**src/sv/priority_retaining_event_log_assert.svh**
```systemverilog
`ifndef PRIORITY_RETAINING_EVENT_LOG_ASSERT_SVH
`define PRIORITY_RETAINING_EVENT_LOG_ASSERT_SVH
// Assertion helpers used by the log controller.
`define PREL_ASSERT_IMPL(label, clk, rst_n, ante, cons) \
    label: assert property (@(posedge clk) disable iff (!rst_n) (ante) |-> (cons)) \
        else $error("assertion failed");
`define PREL_ASSERT_NEXT(label, clk, rst_n, ante, cons) \
    label: assert property (@(posedge clk) disable iff (!rst_n) (ante) |=> (cons)) \
        else $error("assertion failed");
`endif

```
**src/sv/prel_pkg.sv**
```systemverilog
package prel_pkg;
    localparam int LOG_DEPTH = 64;
    localparam int IDX_W = $clog2(LOG_DEPTH);
    localparam int CNT_W = 7;
    localparam int ENTRY_W = 32 + 64 + 5 + 32;
    localparam logic [2:0] NUM_CATEGORIES = 3'd6;
    localparam logic [1:0] SEV_CRITICAL = 2'd3;

    localparam logic [1:0] OP_APPEND_AUTO = 2'd0;
    localparam logic [1:0] OP_APPEND_EXPL = 2'd1;
    localparam logic [1:0] OP_QUERY = 2'd2;

    localparam logic [1:0] ST_OK = 2'd0;
    localparam logic [1:0] ST_BAD_CATEGORY = 2'd1;
    localparam logic [1:0] ST_BAD_SEQUENCE = 2'd2;

    typedef struct packed {
        logic [1:0]  op;
        logic [31:0] tick;
        logic [2:0]  category;
        logic [1:0]  severity;
        logic [31:0] payload;
        logic [63:0] explicit_seq;
        logic        use_category;
        logic        use_severity;
        logic [6:0]  match_limit;
    } in_word_t;

    typedef struct packed {
        logic [1:0]  status;
        logic        event_valid;
        logic [31:0] out_tick;
        logic [63:0] out_seq;
        logic [2:0]  out_category;
        logic [1:0]  out_severity;
        logic [31:0] out_payload;
        logic        last;
        logic [6:0]  stored_count;
        logic [6:0]  critical_held;
        logic [63:0] next_seq_out;
    } out_word_t;

    typedef struct packed {
        logic [31:0] tick;
        logic [63:0] seq;
        logic [2:0]  category;
        logic [1:0]  severity;
        logic [31:0] tag;
    } entry_t;

    // Commands from the controller to the datapath.
    typedef struct packed {
        logic       load_item;
        logic       rd_en;
        logic [IDX_W-1:0] rd_addr;
        logic       wr_en;
        logic [IDX_W-1:0] wr_addr;
        logic       wr_new;
        logic       commit_append;
        logic       evict_critical;
        logic       evict_en;
        logic       hold_entry;
        logic       emit_entry;
        logic [1:0] emit_status;
        logic       emit_last;
    } dp_cmd_t;

    // Status from the datapath to the controller.
    typedef struct packed {
        in_word_t   item;
        entry_t     rd_entry;
        logic [CNT_W-1:0] count;
        logic [CNT_W-1:0] capacity;
        logic [63:0] seq_head;
    } dp_stat_t;
endpackage

```
**src/sv/prel_ctrl.sv**
```systemverilog
module prel_ctrl (
    input  logic               clk,
    input  logic               rst_n,
    input  logic               in_valid,
    output logic               in_ready,
    output logic               out_valid,
    input  logic               out_ready,
    output prel_pkg::dp_cmd_t  cmd,
    input  prel_pkg::dp_stat_t stat
);
    import prel_pkg::*;
    `include "priority_retaining_event_log_assert.svh"

    typedef enum logic [2:0] {
        S_IDLE, S_DECODE, S_SEARCH, S_SHIFT, S_QUERY, S_RESULT
    } state_t;

    state_t           state_reg, state_next;
    logic [IDX_W:0]   idx_reg, idx_next;
    logic [IDX_W:0]   victim_reg, victim_next;
    logic [CNT_W-1:0] nmatch_reg, nmatch_next;
    logic             pend_reg, pend_next;
    logic             qdone_reg, qdone_next;
    logic             held_reg, held_next;
    logic [1:0]       rstat_reg, rstat_next;
    logic             rentry_reg, rentry_next;
    logic             rlast_reg, rlast_next;
    logic             shift_wr_reg, shift_wr_next;
    logic             match;
    logic [IDX_W:0]   cnt_ext;
    logic             full;

    assign cnt_ext = (IDX_W+1)'(stat.count);
    assign full = (stat.count >= stat.capacity);
    assign match = (!stat.item.use_category || stat.rd_entry.category == stat.item.category)
                && (!stat.item.use_severity || stat.rd_entry.severity >= stat.item.severity);

    assign in_ready = (state_reg == S_IDLE);
    assign out_valid = (state_reg == S_RESULT);

    always_comb
    begin
        state_next = state_reg;
        idx_next = idx_reg;
        victim_next = victim_reg;
        nmatch_next = nmatch_reg;
        pend_next = 1'b0;
        qdone_next = qdone_reg;
        held_next = held_reg;
        rstat_next = rstat_reg;
        rentry_next = rentry_reg;
        rlast_next = rlast_reg;
        shift_wr_next = 1'b0;
        cmd = '0;
        cmd.emit_status = rstat_reg;
        cmd.emit_entry = rentry_reg;
        cmd.emit_last = rlast_reg;
        case (state_reg)
            S_IDLE:
            begin
                cmd.load_item = in_valid;
                if (in_valid)
                begin
                    state_next = S_DECODE;
                end
            end
            S_DECODE:
            begin
                rstat_next = ST_OK;
                rentry_next = 1'b0;
                rlast_next = 1'b1;
                idx_next = '0;
                victim_next = '0;
                nmatch_next = '0;
                qdone_next = 1'b0;
                held_next = 1'b0;
                if (stat.item.op == OP_APPEND_AUTO || stat.item.op == OP_APPEND_EXPL)
                begin
                    if (stat.item.category >= NUM_CATEGORIES)
                    begin
                        rstat_next = ST_BAD_CATEGORY;
                        state_next = S_RESULT;
                    end
                    else if (stat.item.op == OP_APPEND_EXPL
                             && stat.item.explicit_seq < stat.seq_head)
                    begin
                        rstat_next = ST_BAD_SEQUENCE;
                        state_next = S_RESULT;
                    end
                    else if (full && stat.count != '0)
                    begin
                        cmd.rd_en = 1'b1;
                        cmd.rd_addr = '0;
                        pend_next = 1'b1;
                        state_next = S_SEARCH;
                    end
                    else
                    begin
                        cmd.wr_en = 1'b1;
                        cmd.wr_new = 1'b1;
                        cmd.wr_addr = stat.count[IDX_W-1:0];
                        cmd.commit_append = 1'b1;
                        state_next = S_RESULT;
                    end
                end
                else if (stat.item.op == OP_QUERY)
                begin
                    if (stat.count == '0)
                    begin
                        state_next = S_RESULT;
                    end
                    else
                    begin
                        cmd.rd_en = 1'b1;
                        cmd.rd_addr = '0;
                        pend_next = 1'b1;
                        state_next = S_QUERY;
                    end
                end
                else
                begin
                    state_next = S_RESULT;
                end
            end
            S_SEARCH:
            begin
                // One entry per cycle; the read data of idx_reg arrives now.
                if (stat.rd_entry.severity != SEV_CRITICAL)
                begin
                    victim_next = idx_reg;
                end
                if (stat.rd_entry.severity != SEV_CRITICAL
                    || idx_reg + 1'b1 >= cnt_ext)
                begin
                    cmd.evict_en = 1'b1;
                    cmd.evict_critical = (stat.rd_entry.severity == SEV_CRITICAL);
                    if (stat.rd_entry.severity == SEV_CRITICAL)
                    begin
                        victim_next = '0;
                    end
                    idx_next = (stat.rd_entry.severity != SEV_CRITICAL) ? idx_reg + 1'b1
                                                                        : (IDX_W+1)'(1);
                    if (idx_next >= cnt_ext)
                    begin
                        state_next = S_SHIFT;
                    end
                    else
                    begin
                        cmd.rd_en = 1'b1;
                        cmd.rd_addr = idx_next[IDX_W-1:0];
                        shift_wr_next = 1'b1;
                        state_next = S_SHIFT;
                    end
                end
                else
                begin
                    idx_next = idx_reg + 1'b1;
                    cmd.rd_en = 1'b1;
                    cmd.rd_addr = idx_next[IDX_W-1:0];
                end
            end
            S_SHIFT:
            begin
                // Entry idx_reg moves down one slot; count was lowered on eviction.
                if (shift_wr_reg)
                begin
                    cmd.wr_en = 1'b1;
                    cmd.wr_addr = idx_reg[IDX_W-1:0] - 1'b1;
                    idx_next = idx_reg + 1'b1;
                    if (idx_next <= cnt_ext)
                    begin
                        cmd.rd_en = 1'b1;
                        cmd.rd_addr = idx_next[IDX_W-1:0];
                        shift_wr_next = 1'b1;
                    end
                end
                else
                begin
                    cmd.wr_en = 1'b1;
                    cmd.wr_new = 1'b1;
                    cmd.wr_addr = stat.count[IDX_W-1:0];
                    cmd.commit_append = 1'b1;
                    state_next = S_RESULT;
                end
            end
            S_QUERY:
            begin
                // A match is held until the next one is found, so the final word is known.
                if (pend_reg)
                begin
                    if (match && !held_reg)
                    begin
                        nmatch_next = nmatch_reg + 1'b1;
                        cmd.hold_entry = 1'b1;
                        if ((idx_reg + 1'b1 >= cnt_ext)
                            || (stat.item.match_limit != '0
                                && nmatch_next >= stat.item.match_limit))
                        begin
                            rentry_next = 1'b1;
                            rlast_next = 1'b1;
                            qdone_next = 1'b1;
                            state_next = S_RESULT;
                        end
                        else
                        begin
                            held_next = 1'b1;
                            idx_next = idx_reg + 1'b1;
                            cmd.rd_en = 1'b1;
                            cmd.rd_addr = idx_next[IDX_W-1:0];
                            pend_next = 1'b1;
                        end
                    end
                    else if (match)
                    begin
                        held_next = 1'b0;
                        rentry_next = 1'b1;
                        rlast_next = 1'b0;
                        state_next = S_RESULT;
                    end
                    else if (idx_reg + 1'b1 >= cnt_ext)
                    begin
                        held_next = 1'b0;
                        rentry_next = held_reg;
                        rlast_next = 1'b1;
                        qdone_next = 1'b1;
                        state_next = S_RESULT;
                    end
                    else
                    begin
                        idx_next = idx_reg + 1'b1;
                        cmd.rd_en = 1'b1;
                        cmd.rd_addr = idx_next[IDX_W-1:0];
                        pend_next = 1'b1;
                    end
                end
            end
            S_RESULT:
            begin
                if (out_ready)
                begin
                    if (stat.item.op == OP_QUERY && rentry_reg && !qdone_reg)
                    begin
                        // The entry at idx_reg matched and is read again.
                        cmd.rd_en = 1'b1;
                        cmd.rd_addr = idx_reg[IDX_W-1:0];
                        pend_next = 1'b1;
                        state_next = S_QUERY;
                    end
                    else
                    begin
                        state_next = S_IDLE;
                    end
                end
            end
            default:
            begin
                state_next = S_IDLE;
            end
        endcase
    end

    always_ff @(posedge clk or negedge rst_n)
    begin
        if (!rst_n)
        begin
            state_reg    <= S_IDLE;
            idx_reg      <= '0;
            victim_reg   <= '0;
            nmatch_reg   <= '0;
            pend_reg     <= 1'b0;
            qdone_reg    <= 1'b0;
            held_reg     <= 1'b0;
            rstat_reg    <= ST_OK;
            rentry_reg   <= 1'b0;
            rlast_reg    <= 1'b0;
            shift_wr_reg <= 1'b0;
        end
        else
        begin
            state_reg    <= state_next;
            idx_reg      <= idx_next;
            victim_reg   <= victim_next;
            nmatch_reg   <= nmatch_next;
            pend_reg     <= pend_next;
            qdone_reg    <= qdone_next;
            held_reg     <= held_next;
            rstat_reg    <= rstat_next;
            rentry_reg   <= rentry_next;
            rlast_reg    <= rlast_next;
            shift_wr_reg <= shift_wr_next;
        end
    end

    `PREL_ASSERT_IMPL(a_count_bound, clk, rst_n, 1'b1, stat.count <= CNT_W'(LOG_DEPTH))
    `PREL_ASSERT_IMPL(a_reject_last, clk, rst_n,
        out_valid && rstat_reg != ST_OK, rlast_reg && !rentry_reg)
    `PREL_ASSERT_NEXT(a_accept_decode, clk, rst_n,
        in_valid && in_ready, state_reg == S_DECODE)
    `PREL_ASSERT_IMPL(a_victim_range, clk, rst_n,
        state_reg == S_SHIFT, victim_reg <= cnt_ext)
endmodule

```
**config.mk**
```make
export PLATFORM = sky130hd
export DESIGN_NAME = prel_ctrl
export DESIGN_NICKNAME = d
export VERILOG_FILES = /design/src/sv/prel_pkg.sv /design/src/sv/prel_ctrl.sv
export VERILOG_INCLUDE_DIRS = /design/src /design/src/sv
export SDC_FILE = /design/constraint.sdc
export NUM_CORES = 1
export LEC_CHECK = 0
export BUFFER_PORTS_ARGS = -buffer_cell sky130_fd_sc_hd__clkbuf_2
export CAP_MARGIN = 25
export CORE_AREA = 10 10 143 145
export CTS_CLUSTER_DIAMETER = 100
export DETAILED_ROUTE_END_ITERATION = 12
export DIE_AREA = 0 0 153 155
export GPL_TIMING_DRIVEN = 0
export HOLD_SLACK_MARGIN = 0.02
export PLACE_DENSITY = 0.64
export SYNTH_ARGS = -nofsm -noshare
export SYNTH_HDL_FRONTEND = slang
export SYNTH_SLANG_ARGS = --single-unit
```
**constraint.sdc**
```tcl
create_clock -name clk -period 2.9 [get_ports clk]
set_input_delay 0.29 -clock clk [delete_from_list [all_inputs] [get_ports clk]]
set_output_delay 0.29 -clock clk [all_outputs]
set_load 0.005 [all_outputs]
```
==> run metrics, run 1 <==
Crit-path slowest cell sky130_fd_sc_hd__dfrtp_2; TritonCTS sink count 25; Power Dens Cells 525.2 nW/um^2; post-DR vias/cell 4.978; root buffer cell sky130_fd_sc_hd__clkbuf_16; part of the Yosys area used for sequential elements 13.52%; Gate power share 76.6%; Slew Limit Fails 0; setup slack of the most critical reg-to-reg path -0.22 ns; CP arrival 3.09 ns; final-report setup violation count 20; transition time at the pin with the least slew margin 1.134 ns; initial antenna violation count 2; maximum root-to-sink buffer count 2; capturing element of the worst setup path cmd[18]; fmax 0.2958 GHz; Vert. Die Dim 155 um; number of distinct library cells after synthesis 65; static leakage 3.701 nW; total count of hold-check failures in the final report 0; hold buffer count at cts 0; number of cells on the worst reg-to-reg path 15; first-pass detailed-route iteration total 5; largest delay contributor family on the critical path compound AO/OA/AOI/OAI gates; post-route worst setup slack -0.4811 ns; number of placement rows 49; placed cell count 1040; fin cells 1091; Place WS -0.7086 ns; sort of element at the end of the critical path output port; ratio of cells with drive above 1 in the final layout 43.14%; initial core utilization 26.20%; final-layout worst hold slack 0.02903 ns; DRC violation total after the first TritonRoute iteration 316; CP startpoint idx_reg[2]; maximum clock skew at final layout 0.007623 ns; RSZ-0062 raised after global routing yes; most common cell in the synthesized netlist sky130_fd_sc_hd__inv_1; leading cell types by total area after synthesis sky130_fd_sc_hd__ha_1 27%, sky130_fd_sc_hd__dfrtp_1 14%, sky130_fd_sc_hd__inv_1 8.4%, sky130_fd_sc_hd__a21oi_1 5.3%, sky130_fd_sc_hd__nand2_1 4.4%; total standard cell area after synthesis 4627 sq um; signed area change from the synthesized netlist to the final layout 56.00%; total clock buffers created by CTS 3; switching power total 1.881 mW; synthesis-stage register bit count 25; number of global-route vias before repair 5515; headroom to the max-slew limit 23.82%; Area after DPL 5883 sq um; clock network latency to the later pin of the worst-skew pair 0.27 ns; final core area utilization 40.88%; flip-flop cell with the highest count after synthesis sky130_fd_sc_hd__dfrtp_1; proportion of power drawn by the clock network 8.8%; first-pass GRT wire length 28920 um; fraction of registers with async set/reset 100.0%; Total GRT Usage 14.71%; H-tree depth 1; Buf/Inv on CP 2; total negative slack -4.721 ns; gate count after technology mapping 619; share of the clock period used by the worst path 116.6%; WP depth 12; fraction of power spent switching nets 49.62%; element type at the critical path start flop; CP required 2.61 ns; delay of the slowest critical-path stage 0.40 ns; reg2reg end state_reg[2]; Layout Cell Area excl Fill 7218 sq um; source of the worst register-to-register timing path idx_reg[2]; Die Width 153 um; number of nets in the final layout 1319; final worst path period need 3.381 ns; remaining antenna violation count 0; routed length per placed instance 17.54 um; worst setup path category flop to output port; outcome complete, but fails checks; routed via count 5431; Clk pin slew, worst setup/hold paths 0.07 ns; post-synth net total 1077; die footprint 23720 sq um; largest fanout on the critical path 5; top cells by instance count after synthesis 104 x sky130_fd_sc_hd__inv_1, 99 x sky130_fd_sc_hd__ha_1, 54 x sky130_fd_sc_hd__nand2_1; clock tree from TritonCTS yes; total power consumption of the routed design 3.791 mW; reported max-cap violation count 0; count of buffers from port buffering 192; Warnings, synthesis 0; gpl congestion 0.8871; HPWL reported at the end of detailed placement 15690 um; Core ar. 17660 sq um; number of flops mapped to enable cells by yosys 0; relative contribution of sequential cells to total power 14.6%; share of the synthesized area in the top cell type 26.77%; list of cells traversed by the critical path and3_1 > and3_4 > xnor2_4 > nor2_1 > ha_1 > buf_6 > a2111oi_4 > a21oi_2 > o22ai_2 > o21ai_4 > o211ai_1 > buf_2; total routed wirelength 19130 um; pin count of the biggest net entering global routing 26; Post-Syn Area per Cell 7.475 sq um; largest area contributor in the synthesized netlist sky130_fd_sc_hd__ha_1; filler cell count 1786; failing checks setup timing; Worst Hold Class input pin to async pin; total gr overflow 0; total internal power 1.910 mW; number of design rule violations left after detail routing 0; maximum vdd drop 0.0003177 V; top-level port count 385
-- cell families (layout without fill, tap and decap cells) --
kind of cell	after synthesis	in the layout	share of synthesized area (%)
xor+xnor	16	16	3.029
mux	2	2	0.4867
compound gates	168	168	25.66
simple gates	184	184	19.96
other cells	0	2	0
buf+inv	125	366	10.57
flops	25	25	13.52
fa+ha+maj	99	99	26.77
-- power by group through the flow --
stage	Clock [mW]	Combinational [mW]	Sequential [mW]
final	0.334	2.91	0.552
after global placement	0	2.02	0.547
after floorplan	0	1.40	0.525
after CTS	0.337	2.46	0.546
after global routing	0.348	3.17	0.565
after detailed placement	0	2.04	0.551
-- layout make-up --
type | count | area, sq um | share of cell area (%)
clock inverters | 1 | 7.507 | 0.1040
plain buffers | 16 | 101.3 | 1.404
repair buffers | 241 | 1438 | 19.92
flip-flops and latches | 25 | 630.6 | 8.736
diodes | 2 | 5.005 | 0.06934
multi-input cells | 469 | 4278 | 59.27
clock buffers | 3 | 75.07 | 1.040
inverters | 105 | 396.6 | 5.495
well taps | 229 | 286.5 | 3.969
-- worst min-delay path by stage --
stage	to	slack (ns)	cells past startpoint
after floorplan	held_reg	-0.006	0
after global routing	idx_reg[3]	0.09	1
after CTS	idx_reg[3]	0.05	1
after detailed placement	idx_reg[6]	0.35	1
after global placement	idx_reg[3]	0.34	1
final	idx_reg[3]	0.03	1
-- cells in the final DEF (no fill, tap or decap), types with 8 or more instances in the layout --
cell,netlist,final
sky130_fd_sc_hd__nand3_1,26,19
sky130_fd_sc_hd__ha_1,99,78
sky130_fd_sc_hd__nand4_1,15,15
sky130_fd_sc_hd__inv_2,1,11
sky130_fd_sc_hd__dfrtp_1,25,21
sky130_fd_sc_hd__buf_4,3,37
sky130_fd_sc_hd__nand2_1,54,52
sky130_fd_sc_hd__nor2_1,35,33
sky130_fd_sc_hd__a21oi_2,0,8
sky130_fd_sc_hd__nor3_1,14,12
sky130_fd_sc_hd__buf_2,7,16
sky130_fd_sc_hd__o21ai_1,5,11
sky130_fd_sc_hd__o21ai_0,29,16
sky130_fd_sc_hd__inv_1,104,93
sky130_fd_sc_hd__ha_4,0,21
sky130_fd_sc_hd__buf_6,0,21
sky130_fd_sc_hd__clkbuf_2,0,176
sky130_fd_sc_hd__a21oi_1,49,40
-- worst register-to-register path: cells and delay by family (launching register included) --
kind / cells / cell delay [ns]
buffers and inverters: 4 / 0.48
DFF: 1 / 0.40
AOI/OAI and AO/OA: 4 / 0.53
xor gates and xnor gates: 1 / 0.19
adders and majority gates: 1 / 0.28
and+or+nand+nor: 5 / 1.08
-- repair_timing --
action / 4_1_cts / 5_1_grt
buffers inserted: 30 / 19
setup endpoints to repair: 33 / 31
resized for setup: 83 / 96
pin swaps: 36 / 56
-- per-layer routing --
| layer | GRT usage, % | vias to the layer above | routed length (um) |
|---|---|---|---|
| met5 | 0 | - | 0 |
| met4 | 2.725 | 0 | 226 |
| met3 | 6.259 | 19 | 2167 |
| met2 | 23.55 | 243 | 8576 |
| met1 | 18.13 | 2469 | 8162 |
| li1 | - | 2700 | - |
Note: power is estimated with default switching activity, not from simulation.
==> run 2: changes to the inputs <==
CORE_AREA = 2 2 151 153   (was 10 10 143 145)
PLACE_DENSITY = 0.54   (was 0.64)
==> run 2 against run 1 <==
  * The run still ends with setup timing left
  * Worst setup slack worse by 0.032 ns
  * Clock-buffer cell count unchanged
  * Combinational power grew 3%
  * Via count is 0.98% lower
  * Critical path depth rose by 1
  * Utilization shrank 7.4 points
  * Total power rose by 2.7%
  * Critical path type unchanged
  * Largest cell class unchanged
  * Largest power group unchanged
==> run metrics, run 2 (synthesis results as in run 1) <==
met3 WL post-DR 1415 um; Worst Hold Class input pin to async pin; maximum vdd drop 0.0003108 V; Clk pin slew, worst setup/hold paths 0.07 ns; remaining antenna violation count 0; largest fanout on the critical path 5; root buffer cell sky130_fd_sc_hd__clkbuf_16; Power Dens Cells 523.4 nW/um^2; signed area change from the synthesized netlist to the final layout 60.71%; sort of element at the end of the critical path output port; hold buffer count at cts 0; static leakage 3.755 nW; number of global-route vias before repair 5391; initial antenna violation count 0; total gr overflow 0; H-tree depth 1; number of design rule violations left after detail routing 0; final-layout worst hold slack 0.05124 ns; initial core utilization 20.82%; pin count of the biggest net entering global routing 26; element type at the critical path start flop; topmost layer with routed signal wires met4; DRC violation total after the first TritonRoute iteration 143; total routed wirelength 17940 um; first-pass GRT wire length 27340 um; outcome complete, but fails checks; gpl congestion 0.8424; ratio of cells with drive above 1 in the final layout 44.70%; TritonCTS sink count 25; post-route worst setup slack -0.5131 ns; final worst path period need 3.413 ns; Slew Limit Fails 0; CP arrival 3.12 ns; total count of hold-check failures in the final report 0; failing checks setup timing; HPWL reported at the end of detailed placement 14620 um; routed via count 5378; Met1 Routed Length 7844 um; maximum clock skew at final layout 0.01364 ns; post-DR vias/cell 4.660; number of placement rows 55; number of nets in the final layout 1327; routed length per placed instance 15.55 um; Vert. Die Dim 155 um; Core ar. 22230 sq um; headroom to the max-slew limit 31.63%; count of buffers from port buffering 192; total power consumption of the routed design 3.892 mW; maximum root-to-sink buffer count 2; final-report setup violation count 20; clock tree from TritonCTS yes; CP required 2.61 ns; RSZ-0062 raised after global routing yes; fmax 0.2930 GHz; clock network latency to the later pin of the worst-skew pair 0.27 ns; reported max-cap violation count 0; first-pass detailed-route iteration total 4; top-level port count 385; most common cell after layout, fill and taps aside sky130_fd_sc_hd__clkbuf_2; Total GRT Usage 14.12%; share of the clock period used by the worst path 117.7%; worst setup path category flop to output port; transition time at the pin with the least slew margin 1.026 ns; top library cells by usage in the layout, fill and taps aside 168 x sky130_fd_sc_hd__clkbuf_2, 88 x sky130_fd_sc_hd__inv_1, 79 x sky130_fd_sc_hd__ha_1; total clock buffers created by CTS 3; die footprint 23720 sq um; Die Width 153 um; met2 wirelength from detailed routing 8560 um
run 2: worst max-delay path: stages (launching register included):
cell                       delay, ns
sky130_fd_sc_hd__dfrtp_1        0.42
sky130_fd_sc_hd__buf_6          0.14
sky130_fd_sc_hd__clkbuf_8       0.15
sky130_fd_sc_hd__inv_2          0.08
sky130_fd_sc_hd__ha_4           0.21
sky130_fd_sc_hd__ha_1           0.30
sky130_fd_sc_hd__a211o_1        0.37
sky130_fd_sc_hd__a211oi_2       0.27
sky130_fd_sc_hd__a21oi_2        0.07
sky130_fd_sc_hd__buf_4          0.16
sky130_fd_sc_hd__o22ai_4        0.20
sky130_fd_sc_hd__o21ai_4        0.10
sky130_fd_sc_hd__o211ai_1       0.23
sky130_fd_sc_hd__buf_2          0.16
run 2: layer usage:
layer / vias up / global-route usage, %
met4: 0 / 0.7496
met3: 12 / 3.565
li1: 2703 / -
met1: 2453 / 18.13
met2: 210 / 25.11
met5: - / 0
run 2: cell type report:
type	instances	area, sq um
Buffer	17	115.1
Inverter	105	411.6
Timing Repair Buffer	248	1525
Clock buffer	3	75.07
Antenna cell	1	2.502
Clock inverter	1	8.758
Multi-Input combinational cell	469	4308
Fill cell	2336	14790
Sequential cell	25	633.1
Tap cell	285	356.6
run 2: worst paths after layout:
path                         startpoint             to  slack (ns)  depth (start not counted)
hold reg to reg            rstat_reg[0]   rstat_reg[0]        0.49                          2
setup reg to reg             idx_reg[0]   state_reg[2]       -0.30                         16
setup / recovery             idx_reg[0]        cmd[18]       -0.51                         13
max in group asynchronous         rst_n  nmatch_reg[1]        2.37                          1
hold / removal                    rst_n     idx_reg[0]        0.05                          1
min in group clk              stat[354]   rstat_reg[0]        0.40                          2
run 2: through the flow:
stage,area [sq um],utilization (%),instances,setup slack [ns],setup TNS (ns)
finish,7436,33.45,1154,-0.5131,-4.646
global route,7433,33.44,1153,-0.6157,-7.942
CTS,6897,31.03,1137,-0.4563,-4.019
detailed placement,5953,26.78,1096,-0.7854,-12.19
global placement,5953,26.78,1096,-0.8133,-12.39
floorplan,4636,-,619,0.009323,0
run 2: power breakdown:
| group | internal (mW) | switching [mW] |
|---|---|---|
| registers | 0.455 | 0.104 |
| logic | 1.35 | 1.66 |
| clock network | 0.191 | 0.135 |
| total | 1.99 | 1.90 |
run 2: timing repair:
action,CTS,global route
endpoints found under the setup margin,34,32
setup buffers,40,17
pin swaps,54,55
resized for setup,112,97
